[src/sv/positional_list_engine_top_macros.svh]
// assertion helpers for the positional list engine
`ifndef POSITIONAL_LIST_ENGINE_TOP_MACROS_SVH
`define POSITIONAL_LIST_ENGINE_TOP_MACROS_SVH

// property that holds every cycle outside reset
`define PLE_ASSERT(name, cond, msg) \
    name: assert property (@(posedge aclk) disable iff (!aresetn) (cond)) else $error(msg);

// next-cycle implication outside reset
`define PLE_ASSERT_NEXT(name, ante, cons, msg) \
    name: assert property (@(posedge aclk) disable iff (!aresetn) (ante) |=> (cons)) \
        else $error(msg);

`endif

[src/sv/ple_pkg.sv]
`timescale 1ns / 1ps

package ple_pkg;

    localparam int CAPACITY = 16;
    localparam int LIMIT    = (CAPACITY < 16) ? CAPACITY : 16;
    localparam int IDX_W    = (LIMIT > 1) ? $clog2(LIMIT) : 1;
    localparam int CNT_W    = 5;
    localparam int VAL_W    = 32;

    localparam logic [2:0] REQ_INS_FRONT = 3'd0;
    localparam logic [2:0] REQ_INS_BACK  = 3'd1;
    localparam logic [2:0] REQ_INS_POS   = 3'd2;
    localparam logic [2:0] REQ_DEL_FRONT = 3'd3;
    localparam logic [2:0] REQ_DEL_BACK  = 3'd4;
    localparam logic [2:0] REQ_DUMP      = 3'd5;

    localparam logic [1:0] ST_OK     = 2'd0;
    localparam logic [1:0] ST_BADPOS = 2'd1;
    localparam logic [1:0] ST_FULL   = 2'd2;
    localparam logic [1:0] ST_EMPTY  = 2'd3;

    localparam logic [1:0] OP_HOLD      = 2'd0;
    localparam logic [1:0] OP_INSERT    = 2'd1;
    localparam logic [1:0] OP_DEL_FRONT = 2'd2;
    localparam logic [1:0] OP_ROTATE    = 2'd3;

    typedef struct packed {
        logic [1:0]       op;
        logic [IDX_W-1:0] idx;
        logic [IDX_W-1:0] last_idx;
        logic [VAL_W-1:0] value;
    } cell_ctrl_t;

endpackage

[src/sv/ple_cell.sv]
`timescale 1ns / 1ps

module ple_cell (
    input  logic                       aclk,
    input  ple_pkg::cell_ctrl_t        ctrl,
    input  logic [ple_pkg::IDX_W-1:0]  cell_idx,
    input  logic [ple_pkg::VAL_W-1:0]  left_value,
    input  logic [ple_pkg::VAL_W-1:0]  right_value,
    input  logic [ple_pkg::VAL_W-1:0]  head_value,
    output logic [ple_pkg::VAL_W-1:0]  value
);

    logic [ple_pkg::VAL_W-1:0] value_reg;
    logic [ple_pkg::VAL_W-1:0] value_next;

    always_comb begin
        value_next = value_reg;
        unique case (ctrl.op)
            ple_pkg::OP_INSERT: begin
                if (cell_idx == ctrl.idx) begin
                    value_next = ctrl.value;
                end else if (cell_idx > ctrl.idx) begin
                    value_next = left_value;
                end
            end
            ple_pkg::OP_DEL_FRONT: begin
                value_next = right_value;
            end
            ple_pkg::OP_ROTATE: begin
                if (cell_idx < ctrl.last_idx) begin
                    value_next = right_value;
                end else if (cell_idx == ctrl.last_idx) begin
                    value_next = head_value;
                end
            end
            default: begin
                value_next = value_reg;
            end
        endcase
    end

    always_ff @(posedge aclk) begin
        value_reg <= value_next;
    end

    assign value = value_reg;

endmodule

[src/sv/positional_list_engine_top.sv]
`timescale 1ns / 1ps
// positional list engine: ordered list of signed 32-bit entries held in a chain of cells
// input channel s_*: one request per handshake (req_type, entry_value, insert_position)
// result channel m_*: status, entry_count, item_value, item_valid, last_item
// inserts and front deletes move every cell at once, a back delete only lowers the count;
// the single result of each such request appears in the output register on the next cycle
// s_ready is high whenever no dump is running and the output register is free
// or being taken, so these requests sustain one per cycle
// a dump of n entries returns n results, one per step of the cell
// chain rotating toward the front; s_ready stays low until the last one is sent,
// after which the list is back in its original order
// an empty dump, and every non-dump request, returns exactly one result
// when the receiver stalls, the output register holds its result, the dump
// pauses in place and s_ready goes low
// reset (aresetn low, synchronous) empties the list and drops any pending result;
// cell contents are not cleared and need no clearing pass
module positional_list_engine_top (
    input  logic               aclk,
    input  logic               aresetn,
    input  logic               s_valid,
    output logic               s_ready,
    input  logic [2:0]         s_req_type,
    input  logic signed [31:0] s_entry_value,
    input  logic [4:0]         s_insert_position,
    output logic               m_valid,
    input  logic               m_ready,
    output logic [1:0]         m_status,
    output logic [4:0]         m_entry_count,
    output logic signed [31:0] m_item_value,
    output logic               m_item_valid,
    output logic               m_last_item
);

    `include "positional_list_engine_top_macros.svh"

    localparam int LIMIT = ple_pkg::LIMIT;
    localparam int IDX_W = ple_pkg::IDX_W;
    localparam int CNT_W = ple_pkg::CNT_W;
    localparam int VAL_W = ple_pkg::VAL_W;

    logic [CNT_W-1:0] cnt_reg, cnt_next;
    logic             busy_reg, busy_next;
    logic [CNT_W-1:0] dump_idx_reg, dump_idx_next;

    logic             m_valid_reg, m_valid_next;
    logic [1:0]       status_reg, status_next;
    logic [CNT_W-1:0] count_reg, count_next;
    logic [VAL_W-1:0] item_reg, item_next;
    logic             item_valid_reg, item_valid_next;
    logic             last_reg, last_next;
    logic             load_out;

    ple_pkg::cell_ctrl_t ctrl;
    logic [VAL_W-1:0]    cell_value [LIMIT];

    logic out_free;
    logic accept;
    logic full;
    logic badpos;
    logic dump_last;

    assign out_free  = !m_valid_reg || m_ready;
    assign s_ready   = !busy_reg && out_free;
    assign accept    = s_valid && s_ready;
    assign full      = (cnt_reg >= CNT_W'(LIMIT));
    assign badpos    = (s_insert_position == 5'd0) ||
                       ({1'b0, s_insert_position} > ({1'b0, cnt_reg} + 6'd1));
    assign dump_last = (dump_idx_reg == (cnt_reg - CNT_W'(1)));

    for (genvar g = 0; g < LIMIT; g++) begin : g_cell
        logic [VAL_W-1:0] left_w;
        logic [VAL_W-1:0] right_w;
        if (g == 0) begin : g_first
            assign left_w = '0;
        end else begin : g_mid_l
            assign left_w = cell_value[g-1];
        end
        if (g == LIMIT - 1) begin : g_last
            assign right_w = '0;
        end else begin : g_mid_r
            assign right_w = cell_value[g+1];
        end
        ple_cell u_cell (
            .aclk        (aclk),
            .ctrl        (ctrl),
            .cell_idx    (IDX_W'(g)),
            .left_value  (left_w),
            .right_value (right_w),
            .head_value  (cell_value[0]),
            .value       (cell_value[g])
        );
    end

    always_comb begin
        ctrl.op         = ple_pkg::OP_HOLD;
        ctrl.idx        = '0;
        ctrl.last_idx   = IDX_W'(cnt_reg - CNT_W'(1));
        ctrl.value      = s_entry_value;
        cnt_next        = cnt_reg;
        busy_next       = busy_reg;
        dump_idx_next   = dump_idx_reg;
        load_out        = 1'b0;
        status_next     = ple_pkg::ST_OK;
        count_next      = cnt_reg;
        item_next       = '0;
        item_valid_next = 1'b0;
        last_next       = 1'b1;

        if (busy_reg) begin
            if (out_free) begin
                load_out        = 1'b1;
                item_next       = cell_value[0];
                item_valid_next = 1'b1;
                last_next       = dump_last;
                ctrl.op         = ple_pkg::OP_ROTATE;
                busy_next       = !dump_last;
                dump_idx_next   = dump_idx_reg + CNT_W'(1);
            end
        end else if (accept) begin
            load_out = 1'b1;
            unique case (s_req_type)
                ple_pkg::REQ_INS_FRONT: begin
                    if (full) begin
                        status_next = ple_pkg::ST_FULL;
                    end else begin
                        ctrl.op  = ple_pkg::OP_INSERT;
                        ctrl.idx = '0;
                        cnt_next = cnt_reg + CNT_W'(1);
                    end
                end
                ple_pkg::REQ_INS_BACK: begin
                    if (full) begin
                        status_next = ple_pkg::ST_FULL;
                    end else begin
                        ctrl.op  = ple_pkg::OP_INSERT;
                        ctrl.idx = IDX_W'(cnt_reg);
                        cnt_next = cnt_reg + CNT_W'(1);
                    end
                end
                ple_pkg::REQ_INS_POS: begin
                    if (badpos) begin
                        status_next = ple_pkg::ST_BADPOS;
                    end else if (full) begin
                        status_next = ple_pkg::ST_FULL;
                    end else begin
                        ctrl.op  = ple_pkg::OP_INSERT;
                        ctrl.idx = IDX_W'(s_insert_position - 5'd1);
                        cnt_next = cnt_reg + CNT_W'(1);
                    end
                end
                ple_pkg::REQ_DEL_FRONT: begin
                    if (cnt_reg == '0) begin
                        status_next = ple_pkg::ST_EMPTY;
                    end else begin
                        ctrl.op  = ple_pkg::OP_DEL_FRONT;
                        cnt_next = cnt_reg - CNT_W'(1);
                    end
                end
                ple_pkg::REQ_DEL_BACK: begin
                    if (cnt_reg == '0) begin
                        status_next = ple_pkg::ST_EMPTY;
                    end else begin
                        cnt_next = cnt_reg - CNT_W'(1);
                    end
                end
                ple_pkg::REQ_DUMP: begin
                    if (cnt_reg == '0) begin
                        status_next = ple_pkg::ST_EMPTY;
                    end else begin
                        item_next       = cell_value[0];
                        item_valid_next = 1'b1;
                        last_next       = (cnt_reg == CNT_W'(1));
                        ctrl.op         = ple_pkg::OP_ROTATE;
                        busy_next       = (cnt_reg != CNT_W'(1));
                        dump_idx_next   = CNT_W'(1);
                    end
                end
                default: begin
                    status_next = ple_pkg::ST_OK;
                end
            endcase
            count_next = cnt_next;
        end

        if (load_out) begin
            m_valid_next = 1'b1;
        end else if (m_ready) begin
            m_valid_next = 1'b0;
        end else begin
            m_valid_next = m_valid_reg;
        end
    end

    always_ff @(posedge aclk) begin
        if (!aresetn) begin
            cnt_reg      <= '0;
            busy_reg     <= 1'b0;
            dump_idx_reg <= '0;
            m_valid_reg  <= 1'b0;
        end else begin
            cnt_reg      <= cnt_next;
            busy_reg     <= busy_next;
            dump_idx_reg <= dump_idx_next;
            m_valid_reg  <= m_valid_next;
        end
    end

    always_ff @(posedge aclk) begin
        if (load_out) begin
            status_reg     <= status_next;
            count_reg      <= count_next;
            item_reg       <= item_next;
            item_valid_reg <= item_valid_next;
            last_reg       <= last_next;
        end
    end

    assign m_valid       = m_valid_reg;
    assign m_status      = status_reg;
    assign m_entry_count = count_reg;
    assign m_item_value  = item_reg;
    assign m_item_valid  = item_valid_reg;
    assign m_last_item   = last_reg;

    `PLE_ASSERT(a_count_bound, cnt_reg <= CNT_W'(LIMIT), "entry count above capacity")
    `PLE_ASSERT(a_ready_not_dumping, !(s_ready && busy_reg), "request taken during dump")
    `PLE_ASSERT(a_dump_nonempty, !busy_reg || (cnt_reg != '0), "dump running on empty list")
    `PLE_ASSERT_NEXT(a_dump_count_stable, busy_reg, $stable(cnt_reg), "count moved during dump")
    `PLE_ASSERT_NEXT(a_empty_dump, accept && (s_req_type == ple_pkg::REQ_DUMP) && (cnt_reg == '0),
        m_valid && (m_status == ple_pkg::ST_EMPTY) && m_last_item && !m_item_valid,
        "empty dump result wrong")

endmodule

[config.mk]
export PLATFORM = sky130hd
export DESIGN_NAME = positional_list_engine_top
export DESIGN_NICKNAME = d
export VERILOG_FILES = /design/src/sv/ple_pkg.sv /design/src/sv/ple_cell.sv /design/src/sv/positional_list_engine_top.sv
export VERILOG_INCLUDE_DIRS = /design/src /design/src/sv
export SDC_FILE = /design/constraint.sdc
export NUM_CORES = 2
export LEC_CHECK = 0
export BUFFER_PORTS_ARGS = -buffer_cell sky130_fd_sc_hd__clkbuf_2
export CAP_MARGIN = 40
export CORE_MARGIN = 5
export CORE_UTILIZATION = 30
export DETAILED_ROUTE_END_ITERATION = 12
export PLACE_DENSITY = 0.5
export SLEW_MARGIN = 20
export SYNTH_ARGS = -nofsm -noshare
export SYNTH_HDL_FRONTEND = slang
export SYNTH_SLANG_ARGS = --single-unit
[constraint.sdc]
create_clock -name aclk -period 7.5 [get_ports aclk]
set_input_delay 0.75 -clock aclk [delete_from_list [all_inputs] [get_ports aclk]]
set_output_delay 0.75 -clock aclk [all_outputs]
set_load 0.01 [all_outputs]
==> summary.md <==
| Metric | Value |
|---|---|
| Outcome | finished clean |
| First-pass GRT wire length | approximately 180000 um |
| Pwr Total | 7.380 mW |
| Max-slew headroom | 41.21% |
| Routed WL per cell | between 20 and 30 um |
| Critical path's largest stage delay | a little over 0.6 ns |
| Fillers | a little over 10000 |
| WL met3 | ~11000 um |
| CP startpoint kind | flop |
| Largest net degree at the start of global routing | 125 |
| Crit Path Category | reg -> reg |
| Clock sink count | 565 |
| Unique cell type count in the Yosys netlist | 71 |
| # H-tree levels | 3 |
| Max-Cap Viols | 0 |
| Max FFs per register | approximately 510 |
| VDD IR max | approximately 140 uV |
| Worst skew pair latency | approximately 0.62 ns |
| DRT iter0 DRCs | about 3800 |
| Final period util | 71.70% |
| Sequential share of the synthesized area | between 50% and 60% |
| # port buffers | 86 |
| Max Freq | roughly 0.19 GHz |
| Unrepaired setup endpoints after global routing | false |
| GR Overflow Total | 0 |
| Vias in the first global route | between 20000 and 30000 |
| Worst min path class | in -> reg |
| Wl on met1 | roughly 51000 um |
| Minimum clock period | 5.378 ns |
| Pre-antenna DRT Iters | 8 |
| Most frequent cells in the layout | 553 x edfxtp_1, 326 x nand3_1, 257 x a22oi_1, 257 x o211ai_1, 160 x a22o_1 |
| Die W | around 330 um |
| Dominant synthesized flop cell | edfxtp_1 |
| Metal2 WL | between 50000 and 60000 um |
| Gr usage total | a little over a fifth |
| YS warnings | 0 |
| Critical Path AT | approximately 5.7 ns |
| Post-Syn Instances | between 2000 and 3000 |
| Critical Path RT | between 7 and 8 ns |
| Starting Density | between 30% and 40% |
| Placer Congestion | between 0.8 and 0.9 |
| Syn Nets | around 2900 |
| Placed cell count | between 3000 and 4000 |
| PnR worst setup slack | roughly 2.1 ns |
| Worst path cell trace | inv_1 -> ha_1 -> inv_1 -> ha_1 -> nor2b_1 -> o21bai_1 -> a31o_2 -> a32oi_1 -> and4_2 -> buf_4 -> o22ai_4 -> buf_4 -> a221o_1 |
| P_leak | 11.05 nW |
| Die Area | roughly 110000 um^2 |
| Site Rows | between 100 and 150 |
| Pwr/cell area | 209.9 nW/um^2 |
| EDFF count, synth | ~550 |
| Via density | between 6 and 7 |
| Post-synthesis cell area | approximately 31000 um^2 |
| Slew Viols, Final | 0 |
| Gates resized, CTS repair | 0 |
| Hold-fix buffers at CTS | 0 |
| Layout Cells excl Fill | between 4000 and 5000 |
| Area Overhead vs Synth | 13.56% |
| CTS Root Cell | clkbuf_16 |
| Reg clk slew, reported paths | 0.06 ns |
| Crit end category | flop |
| Final Util | 34.41% |
| Worst-Margin Slew | 0.8818 ns |
| Final nets | around 2800 |
| HPWL after DPL | 75460 um |
| Die Y | about 330 um |
| Max FO, Critical Path | 33 |
| Slowest-stage cell, CP | dfxtp_1 |
| Final hold violation count | 0 |
| Initial antenna violation count | 5 |
| DRC | 0 |
| Multi-input logic area | between 10000 and 15000 um^2 |
| Avg Cell Area, Syn | between 10 and 15 um^2 |
| Worst slack at placement | ~2.2 ns |
| Post-Route WL | about 120000 um |
| CTS tree | built |
| Setup tns final | 0 ns |
| Total CTS buffers | 66 |
| Most common cell after layout, fill and taps aside | edfxtp_1 |
| CTS max path bufs | 3 |
| Reg area | between 15000 and 20000 um^2 |
| Post-CTS Setup Inserts | 0 |
| Synth Register Bits | between 500 and 600 |
| Setup Viol. Count Final | 0 |
| Uppermost layer routed | met5 |
| Core box area | ~100000 um^2 |
| Final Skew | 0.01787 ns |
| Async set-reset flop share out of synthesis | 0% |
| Via Count | between 20000 and 30000 |
| Boundary pin count | between 80 and 90 |
| Post-route ant nets | 0 |
| Layout cells sized above 1 | about 12% |
==> final timing paths <==
check	slack, ns	depth (start not counted)	to	from
worst max register to register	2.12	13	g_cell[1].u_cell.value[15]	cnt_reg[0]
worst min-delay path	0.37	2	m_valid	s_valid
worst min register to register	0.55	2	dump_idx_reg[4]	dump_idx_reg[4]
worst max-delay path	2.12	13	g_cell[1].u_cell.value[15]	cnt_reg[0]
==> critical path, delay by kind of cell (launching register included) <==
family | cells | cell delay (ns)
AO/OA/AOI/OAI | 5 | 1.68
buffers and inverters | 4 | 1.42
adder cells (fa/ha/maj) | 2 | 0.94
flip-flops | 1 | 0.61
AND/OR/NAND/NOR | 2 | 0.42
==> routing by layer <==
metal	track usage [%]	vias up
li1	-	11230
met1	28.93	13602
met2	33.59	1745
met3	3.623	289
met4	8.211	2
met5	0	-
==> cell usage after synthesis (all sizes together) (64+ instances only) <==
cell type	n	area (um^2)
edfxtp	553	16610
nand3	328	1647
a22oi	257	1929
o211ai	257	1929
clkbuf	238	893.4
a22o	160	1401
o21ai	140	704.4
a31oi	134	838.3
buf	109	581.8
nand2	100	380.4
nor2	71	269.0
or3	65	406.6
a221o	64	640.6
==> power by group <==
| group | leakage, nW | switching [mW] | total (mW) | internal [mW] |
|---|---|---|---|---|
| Combinational | 4.92 | 0.387 | 0.547 | 0.160 |
| Sequential | 5.16 | 0.0921 | 3.70 | 3.61 |
| Clock | 0.966 | 1.36 | 3.13 | 1.77 |
==> area by class of cell <==
type,instances,share of cell area [%]
Antenna cell,2,0.01424
Clock buffer,87,4.922
Clock inverter,26,0.7580
Inverter,9,0.1032
Multi-Input combinational cell,1883,37.08
Sequential cell,565,47.92
Tap cell,1368,4.868
Timing Repair Buffer,181,4.342
==> metrics by stage <==
step / area (um^2) / hold WS [ns]
2_1_floorplan: 30960 / 0.4984
3_3_place_gp: 32590 / 0.5346
3_5_place_dp: 32990 / 0.5397
4_1_cts: 34990 / 0.3408
5_1_grt: 35150 / 0.3692
6_report: 35160 / 0.3674
==> cell families (layout without fill, tap and decap cells) <==
logic type                 after synthesis  in the layout  synth area share, %
DFF                                    565            565                54.41
other                                    0              2                    0
and+or+nand+nor                        697            697                11.62
buffers and inverters                  356            303                4.882
xor gates and xnor gates                19             19               0.5375
AOI/OAI and AO/OA                     1120           1120                26.92
adders and majority gates               14             14               0.5658
muxes                                   33             33                1.067
Power figures use the tool's default switching activity.
